`src/rtl/jms_pkg.sv`:
```
// Shared types and constants for the JPEG marker segmenter.
package jms_pkg;

  // Marker bytes and limits of the segment walk
  localparam logic [7:0] MARK_PREFIX = 8'hFF;
  localparam logic [7:0] MARK_SOI    = 8'hD8;
  localparam logic [7:0] MARK_EOI    = 8'hD9;
  localparam logic [7:0] MARK_SOS    = 8'hDA;
  localparam logic [7:0] KIND_SCAN   = 8'h00;
  localparam logic [31:0] HDR_MARGIN = 32'd11;
  localparam logic [31:0] MIN_FILE   = 32'd12;

  // Record queue between parser and output stage
  localparam int QUEUE_DEPTH = 4;
  localparam int QPTR_BITS   = $clog2(QUEUE_DEPTH);
  localparam int QCNT_BITS   = $clog2(QUEUE_DEPTH + 1);

  typedef enum logic [2:0] {
    PH_START,
    PH_SEEK,
    PH_MARK,
    PH_LENHI,
    PH_LENLO,
    PH_SCAN,
    PH_DONE
  } phase_e;

  typedef struct packed {
    logic [31:0] offset;
    logic [31:0] size;
    logic [7:0]  kind;
    logic        last;
    logic        done;
  } rec_t;

  // One queue entry; eoi asks the output stage to follow with an EOI record
  typedef struct packed {
    rec_t        rec;
    logic        eoi;
    logic [31:0] eoi_ofs;
  } qent_t;

endpackage

```
`src/rtl/jms_front.sv`:
```
// Parser front end: takes file bytes, walks marker segments, pushes records.
module jms_front #(
  parameter int OFFSET_BITS = 32
) (
  input  logic          clk_i,
  input  logic          rst_ni,
  input  logic          cfg_we_i,
  input  logic [31:0]   file_length_i,
  input  logic          accept_i,
  input  logic [7:0]    byte_value_i,
  output logic          push_o,
  output jms_pkg::qent_t entry_o
);
  import jms_pkg::*;

  localparam int P = OFFSET_BITS;
  localparam int W = (P + 1 > 33) ? P + 1 : 33;

  phase_e         phase_q, phase_d;
  logic [P-1:0]   pos_q;
  logic [P-1:0]   seg_start_q, seg_start_d;
  logic [7:0]     marker_q, marker_d;
  logic [7:0]     len_hi_q, len_hi_d;
  logic [P:0]     next_seg_q, next_seg_d;
  logic [P:0]     scan_start_q, scan_start_d;
  logic [7:0]     prev_q;
  logic [31:0]    file_length_q;

  logic [W-1:0]   len_w, pos_w, nseg_w, seg_w, scan_w;
  logic           len_ok, hdr_over, at_last, at_next, is_ff, eoi_tail;
  logic [15:0]    seglen;
  logic           seg_short;
  logic [16:0]    seg_total;
  logic [P:0]     seg_end;
  logic [W:0]     diff, diff2;
  logic           diff_neg;
  logic [31:0]    size_all, size_eoi;

  // Shared compares and sums
  assign len_w     = W'(file_length_q);
  assign pos_w     = W'(pos_q);
  assign nseg_w    = W'(next_seg_q);
  assign seg_w     = W'(seg_start_q);
  assign scan_w    = W'(scan_start_q);
  assign len_ok    = file_length_q >= MIN_FILE;
  assign hdr_over  = nseg_w >= (len_w - W'(HDR_MARGIN));
  assign at_last   = (file_length_q != 32'd0) && (pos_w == len_w - W'(1));
  assign at_next   = (W'(pos_q) == nseg_w);
  assign is_ff     = byte_value_i == MARK_PREFIX;
  assign eoi_tail  = (prev_q == MARK_PREFIX) && (byte_value_i == MARK_EOI);
  assign seglen    = {len_hi_q, byte_value_i};
  assign seg_short = seglen < 16'd2;
  assign seg_total = {1'b0, seglen} + 17'd2;
  assign seg_end   = {1'b0, seg_start_q} + (P+1)'(seg_total);

  // Scan data run length, clamped at zero
  assign diff      = {1'b0, len_w} - {1'b0, scan_w};
  assign diff2     = diff - (W+1)'(2);
  assign diff_neg  = diff[W];
  assign size_all  = diff_neg ? 32'd0 : diff[31:0];
  assign size_eoi  = (diff_neg || (diff[W-1:1] == '0)) ? 32'd0 : diff2[31:0];

  // Next state
  always_comb begin
    phase_d      = phase_q;
    seg_start_d  = seg_start_q;
    marker_d     = marker_q;
    len_hi_d     = len_hi_q;
    next_seg_d   = next_seg_q;
    scan_start_d = scan_start_q;
    unique case (phase_q)
      PH_START: begin
        if (pos_q == '0) begin
          if (!is_ff) phase_d = PH_DONE;
        end else if (prev_q == MARK_PREFIX && byte_value_i == MARK_SOI && len_ok) begin
          next_seg_d = (P+1)'(2);
          phase_d    = PH_SEEK;
        end else begin
          phase_d = PH_DONE;
        end
      end
      PH_SEEK: begin
        if (at_next) begin
          if (!len_ok || hdr_over || !is_ff) begin
            phase_d = PH_DONE;
          end else begin
            seg_start_d = pos_q;
            phase_d     = PH_MARK;
          end
        end
      end
      PH_MARK: begin
        marker_d = byte_value_i;
        phase_d  = PH_LENHI;
      end
      PH_LENHI: begin
        len_hi_d = byte_value_i;
        phase_d  = PH_LENLO;
      end
      PH_LENLO: begin
        if (seg_short) begin
          phase_d = PH_DONE;
        end else begin
          next_seg_d = seg_end;
          if (marker_q == MARK_SOS) begin
            scan_start_d = seg_end;
            phase_d      = PH_SCAN;
          end else begin
            phase_d = PH_SEEK;
          end
        end
      end
      PH_SCAN: begin
        if (at_last) phase_d = PH_DONE;
      end
      PH_DONE: ;
      default: phase_d = PH_DONE;
    endcase
  end

  // Record outputs
  always_comb begin
    push_o          = 1'b0;
    entry_o         = '0;
    entry_o.eoi_ofs = file_length_q - 32'd2;
    unique case (phase_q)
      PH_START: begin
        if (pos_q != '0 && prev_q == MARK_PREFIX && byte_value_i == MARK_SOI && len_ok) begin
          push_o              = accept_i;
          entry_o.rec.offset  = 32'd0;
          entry_o.rec.size    = 32'd2;
          entry_o.rec.kind    = MARK_SOI;
          entry_o.rec.last    = 1'b1;
        end
      end
      PH_LENLO: begin
        if (!seg_short) begin
          push_o              = accept_i;
          entry_o.rec.offset  = seg_w[31:0];
          entry_o.rec.size    = 32'(seg_total);
          entry_o.rec.kind    = marker_q;
          entry_o.rec.last    = 1'b1;
        end
      end
      PH_SCAN: begin
        if (at_last) begin
          push_o             = accept_i;
          entry_o.rec.offset = scan_w[31:0];
          entry_o.rec.kind   = KIND_SCAN;
          if (eoi_tail) begin
            entry_o.rec.size = size_eoi;
            entry_o.eoi      = 1'b1;
          end else begin
            entry_o.rec.size = size_all;
            entry_o.rec.last = 1'b1;
            entry_o.rec.done = 1'b1;
          end
        end
      end
      default: push_o = 1'b0;
    endcase
  end

  // Parser state
  always_ff @(posedge clk_i or negedge rst_ni) begin
    if (!rst_ni) begin
      phase_q      <= PH_START;
      pos_q        <= '0;
      seg_start_q  <= P'(2);
      marker_q     <= '0;
      len_hi_q     <= '0;
      next_seg_q   <= (P+1)'(2);
      scan_start_q <= '0;
      prev_q       <= '0;
    end else if (accept_i) begin
      phase_q      <= phase_d;
      pos_q        <= pos_q + P'(1);
      seg_start_q  <= seg_start_d;
      marker_q     <= marker_d;
      len_hi_q     <= len_hi_d;
      next_seg_q   <= next_seg_d;
      scan_start_q <= scan_start_d;
      prev_q       <= byte_value_i;
    end
  end

  // File length register
  always_ff @(posedge clk_i or negedge rst_ni) begin
    if (!rst_ni) begin
      file_length_q <= '0;
    end else if (cfg_we_i) begin
      file_length_q <= file_length_i;
    end
  end

  // Once parsing ends it stays ended
  a_done_sticky: assert property (@(posedge clk_i) disable iff (!rst_ni)
    phase_q == PH_DONE |=> phase_q == PH_DONE)
    else $error("parser left done phase");

  // Marker byte is always followed by the length high byte
  a_mark_to_lenhi: assert property (@(posedge clk_i) disable iff (!rst_ni)
    (accept_i && phase_q == PH_MARK) |=> phase_q == PH_LENHI)
    else $error("marker byte not followed by length");

endmodule

```
`src/rtl/jms_queue.sv`:
```
// Short record queue between parser and output stage.
module jms_queue (
  input  logic           clk_i,
  input  logic           rst_ni,
  input  logic           push_i,
  input  jms_pkg::qent_t entry_i,
  output logic           full_o,
  input  logic           pop_i,
  output logic           valid_o,
  output jms_pkg::qent_t entry_o
);
  import jms_pkg::*;

  qent_t                 slots_q [QUEUE_DEPTH];
  logic [QPTR_BITS-1:0]  wr_ptr_q, rd_ptr_q;
  logic [QCNT_BITS-1:0]  count_q, count_d;
  logic                  do_push, do_pop;

  assign full_o  = count_q == QCNT_BITS'(QUEUE_DEPTH);
  assign valid_o = count_q != '0;
  assign entry_o = slots_q[rd_ptr_q];
  assign do_push = push_i && !full_o;
  assign do_pop  = pop_i && valid_o;

  // Occupancy
  always_comb begin
    count_d = count_q;
    if (do_push && !do_pop) count_d = count_q + QCNT_BITS'(1);
    else if (!do_push && do_pop) count_d = count_q - QCNT_BITS'(1);
  end

  // Pointers
  always_ff @(posedge clk_i or negedge rst_ni) begin
    if (!rst_ni) begin
      wr_ptr_q <= '0;
      rd_ptr_q <= '0;
      count_q  <= '0;
    end else begin
      if (do_push) wr_ptr_q <= wr_ptr_q + QPTR_BITS'(1);
      if (do_pop)  rd_ptr_q <= rd_ptr_q + QPTR_BITS'(1);
      count_q <= count_d;
    end
  end

  // Entry storage
  always_ff @(posedge clk_i) begin
    if (do_push) slots_q[wr_ptr_q] <= entry_i;
  end

  // Parser never pushes into a full queue
  a_no_overflow: assert property (@(posedge clk_i) disable iff (!rst_ni)
    !(push_i && full_o))
    else $error("record pushed into full queue");

  // Occupancy never runs past the depth
  a_count_range: assert property (@(posedge clk_i) disable iff (!rst_ni)
    count_q <= QCNT_BITS'(QUEUE_DEPTH))
    else $error("queue count out of range");

endmodule

```
`src/rtl/jms_back.sv`:
```
// Output stage: drains the record queue and adds the EOI beat after scan data.
module jms_back (
  input  logic           clk_i,
  input  logic           rst_ni,
  input  logic           q_valid_i,
  input  jms_pkg::qent_t q_entry_i,
  output logic           q_pop_o,
  output logic           out_valid_o,
  input  logic           out_stall_i,
  output jms_pkg::rec_t  out_rec_o
);
  import jms_pkg::*;

  logic        out_valid_q, out_valid_d;
  rec_t        out_rec_q, out_rec_d;
  logic        eoi_pend_q, eoi_pend_d;
  logic [31:0] eoi_ofs_q, eoi_ofs_d;
  logic        out_free;

  assign out_free    = !out_valid_q || !out_stall_i;
  assign q_pop_o     = out_free && !eoi_pend_q && q_valid_i;
  assign out_valid_o = out_valid_q;
  assign out_rec_o   = out_rec_q;

  // Output register load
  always_comb begin
    out_valid_d = out_valid_q;
    out_rec_d   = out_rec_q;
    eoi_pend_d  = eoi_pend_q;
    eoi_ofs_d   = eoi_ofs_q;
    if (out_free) begin
      if (eoi_pend_q) begin
        out_valid_d      = 1'b1;
        out_rec_d.offset = eoi_ofs_q;
        out_rec_d.size   = 32'd2;
        out_rec_d.kind   = MARK_EOI;
        out_rec_d.last   = 1'b1;
        out_rec_d.done   = 1'b1;
        eoi_pend_d       = 1'b0;
      end else if (q_valid_i) begin
        out_valid_d = 1'b1;
        out_rec_d   = q_entry_i.rec;
        eoi_pend_d  = q_entry_i.eoi;
        eoi_ofs_d   = q_entry_i.eoi_ofs;
      end else begin
        out_valid_d = 1'b0;
      end
    end
  end

  always_ff @(posedge clk_i or negedge rst_ni) begin
    if (!rst_ni) begin
      out_valid_q <= 1'b0;
      eoi_pend_q  <= 1'b0;
    end else begin
      out_valid_q <= out_valid_d;
      eoi_pend_q  <= eoi_pend_d;
    end
  end

  always_ff @(posedge clk_i) begin
    out_rec_q <= out_rec_d;
    eoi_ofs_q <= eoi_ofs_d;
  end

  // A pending EOI always sits behind a shown scan record
  a_eoi_behind_beat: assert property (@(posedge clk_i) disable iff (!rst_ni)
    eoi_pend_q |-> out_valid_q && !out_rec_q.last)
    else $error("EOI pending without scan record");

  // A taken scan record with EOI pending is followed by the EOI beat
  a_eoi_follows: assert property (@(posedge clk_i) disable iff (!rst_ni)
    (eoi_pend_q && !out_stall_i) |=> out_valid_q && out_rec_q.kind == MARK_EOI)
    else $error("EOI beat missing");

endmodule

```
`src/rtl/jpeg_marker_segmenter_unit.sv`:
```
// A record beat goes from its byte beat through the record queue to the output register;
// the EOI beat of a file that ends FF D9 is loaded once the scan-data beat is taken.
// Throughput: one byte beat per cycle; the parser pushes at most one queue entry
// per byte, and the scan-data entry that ends in FF D9 yields two output beats.
// The input stalls only while the four-entry record queue is full.
// Reset (rst_ni, async, active low) clears the parser, queue and output stage;
// file_length resets to zero.
module jpeg_marker_segmenter_unit #(
  parameter int OFFSET_BITS = 32
) (
  input  logic        clk_i,
  input  logic        rst_ni,
  // Configuration
  input  logic        cfg_valid_i,
  output logic        cfg_ready_o,
  input  logic [31:0] file_length_i,
  // Byte input
  input  logic        in_valid_i,
  output logic        in_stall_o,
  input  logic [7:0]  byte_value_i,
  // Record output
  output logic        out_valid_o,
  input  logic        out_stall_i,
  output logic [31:0] record_offset_o,
  output logic [31:0] record_size_o,
  output logic [7:0]  record_kind_o,
  output logic        run_last_o,
  output logic        parse_done_o
);
  import jms_pkg::*;

  logic  in_accept, q_full, q_push, q_pop, q_valid;
  qent_t q_wr_entry, q_rd_entry;
  rec_t  out_rec;

  assign cfg_ready_o = 1'b1;
  assign in_stall_o  = q_full;
  assign in_accept   = in_valid_i && !q_full;

  // Parser front end
  jms_front #(
    .OFFSET_BITS(OFFSET_BITS)
  ) u_front (
    .clk_i        (clk_i),
    .rst_ni       (rst_ni),
    .cfg_we_i     (cfg_valid_i && cfg_ready_o),
    .file_length_i(file_length_i),
    .accept_i     (in_accept),
    .byte_value_i (byte_value_i),
    .push_o       (q_push),
    .entry_o      (q_wr_entry)
  );

  // Record queue
  jms_queue u_queue (
    .clk_i  (clk_i),
    .rst_ni (rst_ni),
    .push_i (q_push),
    .entry_i(q_wr_entry),
    .full_o (q_full),
    .pop_i  (q_pop),
    .valid_o(q_valid),
    .entry_o(q_rd_entry)
  );

  // Output stage
  jms_back u_back (
    .clk_i      (clk_i),
    .rst_ni     (rst_ni),
    .q_valid_i  (q_valid),
    .q_entry_i  (q_rd_entry),
    .q_pop_o    (q_pop),
    .out_valid_o(out_valid_o),
    .out_stall_i(out_stall_i),
    .out_rec_o  (out_rec)
  );

  assign record_offset_o = out_rec.offset;
  assign record_size_o   = out_rec.size;
  assign record_kind_o   = out_rec.kind;
  assign run_last_o      = out_rec.last;
  assign parse_done_o    = out_rec.done;

endmodule
```
`config.mk`:
```
export PLATFORM = sky130hd
export DESIGN_NAME = jpeg_marker_segmenter_unit
export DESIGN_NICKNAME = d
export VERILOG_FILES = /design/src/rtl/jms_pkg.sv /design/src/rtl/jms_front.sv /design/src/rtl/jms_queue.sv /design/src/rtl/jms_back.sv /design/src/rtl/jpeg_marker_segmenter_unit.sv
export SDC_FILE = /design/constraint.sdc
export NUM_CORES = 1
export LEC_CHECK = 0
export BUFFER_PORTS_ARGS = -buffer_cell sky130_fd_sc_hd__buf_2
export CORE_ASPECT_RATIO = 2
export CORE_MARGIN = 3
export CORE_UTILIZATION = 56
export DETAILED_ROUTE_END_ITERATION = 8
export GPL_TIMING_DRIVEN = 0
export PLACE_DENSITY = 0.76
export RECOVER_POWER = 25
export SLEW_MARGIN = 20
export SYNTH_ARGS = -nofsm -noshare
export SYNTH_HDL_FRONTEND = slang
export SYNTH_SLANG_ARGS = --single-unit
```
`constraint.sdc`:
```
create_clock -name clk_i -period 6.5 [get_ports clk_i]
set_input_delay 0.65 -clock clk_i [delete_from_list [all_inputs] [get_ports clk_i]]
set_output_delay 0.65 -clock clk_i [all_outputs]
set_load 0.03 [all_outputs]
```
Word level (Yosys, flattened, before mapping)
Memory sizes are Yosys's and may differ from the RTL's.
Cells that the tools add are included.
- add/subtract/negate cells: 12
- magnitude comparators: 3
- eq/ne operators: 20
- muxes and demuxes: 37
- bitwise operators: 4
- reduce and logical (&&, ||, !) cells: 43
- operators with widths (cell ; count):
    73-bit case mux with 3 select lines ; 1
    74-bit two-way mux ; 2
    33-bit two-way mux ; 3
    32-bit two-way mux ; 3
    75-bit two-way mux ; 1
    73-bit two-way mux ; 1
    32-bit by 33-bit equality test with 1-bit output ; 2
    33-bit case mux with 2 select lines ; 1
    32-bit logical NOT ; 2
    32-bit nonzero test ; 2
    32-bit by 2-bit subtractor with 32-bit output, second input constant ; 2
    8-bit equality test, second input constant ; 5
    32-bit by 33-bit subtractor with 34-bit output ; 1
    32-bit by 17-bit adder with 33-bit output ; 1
    33-bit greater-or-equal comparator ; 1
    32-bit by 1-bit subtractor with 33-bit output, second input constant ; 1
    32-bit by 4-bit subtractor with 33-bit output, second input constant ; 1
    32-bit by 1-bit adder with 32-bit output, second input constant ; 1
    32-bit by 4-bit greater-or-equal comparator with 1-bit output, second input constant ; 1
    3-bit two-way mux ; 10
    3-bit case mux with 7 select lines ; 1
    16-bit by 2-bit adder with 17-bit output, second input constant ; 1
    16-bit by 2-bit less-than comparator with 1-bit output, second input constant ; 1
    1-bit logical AND ; 14
    other kinds (23) ; 60
- register bits after elaboration: 304
- RAM bits: 428
- bits of input ports: 45
- logic and storage cells: 140
- memories: 1
- memory list (memory ; words ; width ; read ports ; clocked after memory_dff ; wr ports ; line ; text):
    u_queue.slots_q ; 4 ; 107 ; 1 ; 0 ; 1 ; jms_queue.sv:14 ; qent_t slots_q [QUEUE_DEPTH];

Logic depth before layout (Yosys ltp)
Gate-level depths: netlist of run 1.
- depth after elaboration: 11
- depth in mapped cells: 23
- mapped depth without buffers: 21

Hierarchy
From an unflattened synthesis of run 1, not the netlist that was laid out.
- cells, all modules: 2636
- area, all modules: 35517.8 um2
- by module, submodules not included (module ; instances ; cells each ; area an instance (um2) ; sequential area each (um2)):
    jms_queue ; 1 ; 594 ; 15817.7 ; 13027.5
    jms_front ; 1 ; 1840 ; 15691.3 ; 4732.0
    jms_back ; 1 ; 199 ; 3983.8 ; 3233.1
    jpeg_marker_segmenter_unit ; 1 ; 3 ; 25.0 ; 0.0

Worst setup path after synthesis of run 1
OpenSTA, ideal clock, no wires.
- path kind: flip-flop to flip-flop
- start: reg u_front.file_length_q[1]
- end: mem u_queue.slots_q[2][0] (netlist bit), enable pin
- library setup time: 0.478 ns
- data arrival time: 5.898 ns
- required time: 6.022 ns
- path slack: 0.124 ns
- stages on the path, launching flop included: 14
- clock period less this slack: 6.376 ns
- cell sequence: dfrtp_1 inv_1 ha_1 nor3b_1 nand4_1 nor2_1 mux2i_1 mux2i_1 o21a_1 or4_1 nor2_1 nor2_1 nor3_1 and2_1
- word-level cells in the longest chain between the ends: 8
- elaborated cells between the ends (all ways): 12
- classes of those cells: 1 x add/sub; 1 x order compare; 1 x eq/ne; 5 x mux; 4 x reduce/logical
- ends and longest elaborated chain (what ; line ; text):
    from (decl) ; jms_front.sv:27 ; logic [31:0] file_length_q;
    from (signal assigned) ; jms_front.sv:192 ; file_length_q <= file_length_i;
    32-bit by 1-bit subtractor with 33-bit output ; jms_front.sv:47 ; assign at_last = (file_length_q != 32'd0) && (pos_w == len_w - W'(1));
    32-bit by 33-bit equality test with 1-bit output ; jms_front.sv:47 ;
    1-bit logical AND ; jms_front.sv:47 ;
    1-bit two-way mux ; jms_front.sv:146 ; if (at_last) begin
    1-bit case mux with 3 select lines (*) ; jms_front.sv:126 ; unique case (phase_q)
    1-bit logical AND (*) ; jms_queue.sv:22 ; assign do_push = push_i && !full_o;
    via u_queue.do_push ; jms_queue.sv:17 ; logic do_push, do_pop;
    1-bit two-way mux (*) ; jms_queue.sv:47 ; if (do_push) slots_q[wr_ptr_q] <= entry_i;
    1-bit two-way mux (not written as such) (*) ; jms_queue.sv:47 ;
    to (decl) ; jms_queue.sv:14 ;
Mark *: on every way through the listed nets, which the timed path passes. The rest lies on a longest branch.

==> reports/summary.txt, run 1 <==
Status - finished with violations
Failing checks - capacitance limit, slew limit, setup timing
Clock Tree Root - clkbuf_16
Routed WL - 117,000 um
Total GRT Usage - 35.3%
Crit path time final - 6550 ps
Crit Path Max Fanout - 10
Die W - 184 um
Max frequency - 153 MHz
Sequential area share after synthesis - 59.0%
Max VDD drop - 0.316 mV
CTS Sinks - 732
Min-Delay Path Class - input pin to flop
Synth Flop Type - edfxtp_1
Site row count - 130
Slowest stage delay, CP - 680 ps
Synth cell types - 86
CTS Buf Count - 61
Core Area - 62,900 um2
MaxCap Viol Count - 2
Rel. slew slack - -64.8%
Final period util - 101%
Critical Path End Type - flop
Initial core utilization - 56.5%
Synth warnings - 0
CTS tree - built
Worst-margin pin slew - 2470 ps
Util after Layout - 63.0%
Final setup margin - -53.4 ps
Vias/cell - 6.36
H-tree levels - 2
IO Count - 122
DIE AREA - 66,800 um2
Global-route wire length before repair - 169,000 um
Worst setup SP type - flop
Layout area overhead - 11.4%
Clk Latency, worst-skew pair - 650 ps
Required time worst endpoint - 6860 ps
Initial DRC Count - 1,998
Cell count after synthesis - 2,708
DRT Pass-1 Iters - 6
WL/cell - 31.0 um
Setup violators final - 8
Die height - 363 um
Initial antenna violation count - 1
Routability congestion estimate - 1.04
WS Path Type - flop to flop
CP Cell Sequence - inv_1, ha_1, nor3b_1, nand3_1, nor4_2, o21ai_1, nor4_2, nand4b_1, or4_1, buf_2, nand2b_4, buf_6, a31oi_1, buf_2, a21oi_1, o21ai_1
Routed Antenna Nets - 0
Post-synth EDFFs - 534
RSZ-0062 raised after global routing - false
Post-DP HPWL - 90,700 um
Asr flop ratio synth - 27.0%
Pre-CTS WS - -407 ps
Synth Register Bits - 732
Via count - 23,900
Clock slew at reported path FFs - 70 ps
Slew Viols, Final - 187
# nets final - 3,055
Final Hold Vio Count - 0
Most frequent cells in the layout - edfxtp_1 (534), nand2_1 (257), clkbuf_1 (204), dfrtp_1 (196), xnor2_1 (135)
# DRC - 0
Hold_ws - 240 ps
Critical path data arrival time - 6910 ps
Pin count of the biggest net entering global routing - 94
IO buf count - 115
Static Leak - 14.4 nW
Synthesized cell area - 35,600 um2
P per Cell Area - 356 nW/um2
Vias in the first global route - 25,000
Flop2flop setup slack - -50 ps
Share of cells above drive strength 1 - 15.7%
Commonest non-fill, non-tap cell in the layout - edfxtp_1
Overflow after GRT - 0
Post-synth net total - 2,851
Critical-path top delay cell - nor4_2
Mean Syn Cell Area - 13.1 um2
Skew final - 38.4 ps
CTS max path bufs - 3
==> kinds of logic (layout without fill, tap and decap cells) <==
kind of cell | Yosys count | in the layout | share of synthesized area (%)
AO/OA/AOI/OAI | 419 | 419 | 7.59
XOR/XNOR | 228 | 228 | 5.65
adder cells (fa/ha/maj) | 98 | 98 | 3.51
buffers and inverters | 229 | 484 | 2.56
flip-flops | 732 | 732 | 59.0
multiplexers | 230 | 230 | 10.6
other | 1 | 4 | 0.0105
AND/OR/NAND/NOR | 771 | 771 | 11.0
==> flip-flops by register name, indices dropped and copies added, names as in the netlist <==
name,count
u_back.out_valid_o,1
u_front.seg_start_q,32
u_front.len_hi_q,8
u_back.eoi_ofs_q,32
u_front.phase_q,3
u_back.out_rec_o,74
u_queue.rd_ptr_q,2
u_front.scan_start_q,33
u_front.pos_q,32
u_queue.count_q,3
u_front.marker_q,8
u_back.eoi_pend_q,1
u_front.file_length_q,32
u_queue.slots_q,428
u_queue.wr_ptr_q,2
u_front.prev_q,8
u_front.next_seg_q,33
==> Yosys cell counts (all sizes together), types with 14 or more instances <==
cell type | number | area [um2]
a211oi | 14 | 105
a21o | 42 | 315
a21oi | 73 | 365
and2 | 20 | 125
and3 | 22 | 138
buf | 48 | 231
clkbuf | 109 | 409
dfrtp | 196 | 4900
edfxtp | 534 | 16000
ha | 95 | 1190
inv | 72 | 270
mux2 | 118 | 1330
mux4 | 107 | 2410
nand2 | 257 | 965
nand3 | 59 | 295
nand4 | 46 | 294
nor2 | 112 | 420
nor2b | 54 | 338
nor3 | 58 | 290
nor4 | 48 | 347
o21ai | 150 | 751
or2 | 17 | 106
or3 | 17 | 106
xnor2 | 135 | 1180
xor2 | 92 | 806
==> stage by stage <==
stage / TNS (ps) / total power [mW] / instance area (um2) / instances
after floorplan: 0 / 8.87 / 35600 / 2708
after global placement: -1801620 / 10.3 / 37200 / 3615
after detailed placement: -40220 / 10.4 / 37700 / 3639
after CTS: 0 / 14.2 / 39800 / 3754
after global routing: 0 / 14.7 / 39700 / 3756
final: -288 / 14.1 / 39700 / 3758
==> worst max-delay path, delay by kind of cell, from the launching register on <==
kind	cells	cell delay (ps)
simple gates	7	2980
buf+inv	4	1200
fa+ha+maj	1	320
compound gates	4	1210
flops	1	570
==> layout make-up <==
class | count | area, um2
buffer | 157 | 649
inverter | 72 | 270
timing repair buffer | 141 | 895
antenna | 3 | 7.51
clock inverter | 47 | 494
tap | 792 | 991
sequential | 732 | 21000
clock buffer | 67 | 1580
multi-input combinational | 1747 | 13800
fill | 4836 | 23300
==> path summary, 6_finish.rpt <==
check | end | cells after the start | start
worst max-delay path | u_queue.slots_q[3][47] | 16 | u_front.file_length_q[1]
worst min-delay path | u_front.file_length_q[23] | 2 | file_length_i[23]
worst max register to register | u_queue.slots_q[3][47] | 16 | u_front.file_length_q[1]
worst min register to register | u_front.scan_start_q[22] | 2 | u_front.scan_start_q[22]
max in group asynchronous | u_front.file_length_q[3] | 4 | rst_ni
min in group asynchronous | u_queue.count_q[2] | 2 | rst_ni
==> repair_timing <==
action / CTS / global route
hold buffers: 1 / 0
gates resized for setup: 7 / 8
endpoints found under the hold margin: 14 / 0
pin swaps: 0 / 1
setup endpoints to repair: 411 / 55
setup buffers: 0 / 1
==> where the power goes <==
part	total (mW)	internal [mW]	switching, mW
Combinational	4.23	1.53	2.70
Sequential	6.09	5.70	0.387
Clock	3.80	2.06	1.74
Total	14.1	9.29	4.82
==> layer usage <==
layer / wire (um) / vias to the layer above / global-route usage, %
li1: - / 10500 / -
met1: 37400 / 12000 / 36.1
met2: 60800 / 966 / 63.0
met3: 5430 / 367 / 3.90
met4: 13000 / 0 / 30.4
met5: 0 / - / 0
Note: power is estimated with default switching activity, not from simulation.
==> run 2: changes to the inputs <==
==> constraint.sdc (replaced) <==
create_clock -name clk_i -period 6.5 [get_ports clk_i]
set_input_delay 0.325 -clock clk_i [delete_from_list [all_inputs] [get_ports clk_i]]
set_output_delay 0.325 -clock clk_i [all_outputs]
set_load 0.03 [all_outputs]
==> run 2 against run 1 <==
Die area is the same. Global-route usage grew 0.086 points. Wire length about the same. Largest power group unchanged. Flip-flop and latch count unchanged. Maximum frequency rose by 0.22%. Non-clock buffer count rose by 35. Critical path type unchanged. The flow still finishes with violations (capacitance limit, slew limit, setup timing). First-iteration DRC count is 2.6% lower. Count of clock-buffer cells in the layout did not move. Clock power hardly changed. Register-to-register slack is essentially flat.
==> reports/summary.txt, run 2 (same netlist as run 1, synthesis figures left out) <==
DIE AREA - 66,800 um2
Required time worst endpoint - 6860 ps
Routed Antenna Nets - 0
Initial DRC Count - 1,947
Critical Path End Type - flop
Global-route wire length before repair - 169,000 um
Status - finished with violations
RSZ-0062 raised after global routing - false
Total GRT Usage - 35.4%
Overflow after GRT - 0
Critical-path top delay cell - nor4_2
Filler Cell Count - 4,789
# nets final - 3,090
Crit path buf inv count - 4
Crit path to - u_queue.slots_q[3][47]
Slowest stage delay, CP - 670 ps
Rel. slew slack - -210%
R2r endpoint - u_queue.slots_q[3][47]
Crit path time final - 6540 ps
WL/cell - 30.8 um
Final Instance Area - 40,000 um2
Worst setup SP type - flop
Layout area overhead - 12.5%
Clock slew at reported path FFs - 70 ps
Worst Reg-to-Reg Cells - 16
Worst Setup SP - u_front.file_length_q[1]
Critical path data arrival time - 6900 ps
Crit Path Max Fanout - 10
Min-Delay Path Class - input pin to flop
Clk Latency, worst-skew pair - 650 ps
Flip-flop count of the largest register after layout - 428
Kind of cell adding the most delay to the critical path - simple AND/OR/NAND/NOR gates
Worst-margin pin slew - 4650 ps
Reg-to-reg critical path startpoint - u_front.file_length_q[1]
Max frequency - 153 MHz
Failing checks - capacitance limit, slew limit, setup timing
Site row count - 130
Die W - 184 um
IO buf count - 115
Clock Tree Root - clkbuf_16
CP Cell Sequence - inv_1, ha_1, nor3b_1, nand3_1, nor4_2, o21ai_1, nor4_2, nand4b_1, or4_1, buf_2, nand2b_4, buf_6, a31oi_1, buf_2, a21oi_1, o21ai_1
Power after layout - 14.1 mW
H-tree levels - 2
Core Area - 62,900 um2
# DRC - 0
Skew final - 40.3 ps
CTS Buf Count - 61
Setup TNS - -218 ps
Post-DP HPWL - 90,700 um
Initial antenna violation count - 1
Vias in the first global route - 25,200
Commonest non-fill, non-tap cell in the layout - edfxtp_1
Via count - 24,100
Most flop-heavy register - u_queue.slots_q
Routability congestion estimate - 1.04
Share of cells above drive strength 1 - 15.4%
Max VDD drop - 0.312 mV
MaxCap Viol Count - 1
Setup violators final - 12
CTS Sinks - 732
Vias/cell - 6.35
Initial core utilization - 56.5%
Final period util - 101%
Die height - 363 um
Final Hold Vio Count - 0
P per Cell Area - 353 nW/um2
IO Count - 122
CTS max path bufs - 3
Crit path depth - 16
Final setup margin - -39.2 ps
Static Leak - 14.6 nW
Slew Viols, Final - 93
Most frequent cells in the layout - edfxtp_1 (534), nand2_1 (257), clkbuf_1 (204), dfrtp_1 (196), xnor2_1 (135)
WS Path Type - flop to flop
Flop2flop setup slack - -40 ps
Post-DP Area - 37,700 um2
Pin count of the biggest net entering global routing - 94
CTS tree - built
Routed WL - 117,000 um
DRT Pass-1 Iters - 7
## run 2: worst min-delay path by stage
stage | slack [ps] | from | to | cells after the start
finish | 120 | byte_value_i[4] | u_front.prev_q[4] | 3
global route | 130 | byte_value_i[3] | u_front.prev_q[3] | 3
CTS | 70 | rst_ni | u_queue.rd_ptr_q[1] | 2
detailed placement | 160 | rst_ni | u_back.eoi_pend_q | 1
global placement | 460 | u_front.scan_start_q[26] | u_front.scan_start_q[26] | 2
floorplan | 30 | rst_ni | u_back.eoi_pend_q | 0
## run 2: power breakdown
part	internal (mW)	switching (mW)
logic	1.55	2.70
clock network	2.06	1.75
registers	5.70	0.386
## run 2: timing repair
item / 4_1_cts / 5_1_grt
setup endpoints to repair: 411 / 55
setup buffers: 0 / 1
cloned: 0 / 0
hold buffers: 36 / 0
pin swaps: 0 / 1
resized for setup: 7 / 8
endpoints found under the hold margin: 141 / 0
## run 2: worst min-delay path: stages
cell and delay [ps]:
clkbuf_1 210, nand2_1 110, nand2_1 60
## run 2: final cells by class
cell class	instances	area, um2	area share [%]
repair buffers	176	1270	3.18
inverters	72	270	0.675
multi-input cells	1747	13800	34.4
well taps	792	991	2.48
clock buffers	67	1580	3.95
diodes	2	5.00	0.0125
plain buffers	157	649	1.62
clock inverters	47	494	1.23
flip-flops and latches	732	21000	52.4
## run 2: layer usage
layer / track usage, % / part of all wire [%] / vias to the layer above
met5: 0 / 0 / -
met4: 30.6 / 11 / 0
met3: 3.89 / 4.6 / 384
met2: 63.1 / 52 / 995
met1: 36.2 / 32 / 12100
li1: - / - / 10600
## run 2: stage by stage
| stage | util (%) | hold slack [ps] | setup WS (ps) | cells |
|---|---|---|---|---|
| finish | 63.6 | 115 | -39.2 | 3792 |
| global route | 63.6 | 130 | 6.80 | 3791 |
| floorplan | - | 29.4 | 124 | 2708 |
| global placement | 59.0 | 462 | -3780 | 3615 |
| CTS | 63.8 | 71.9 | 33.7 | 3789 |
| detailed placement | 59.9 | 155 | -407 | 3639 |
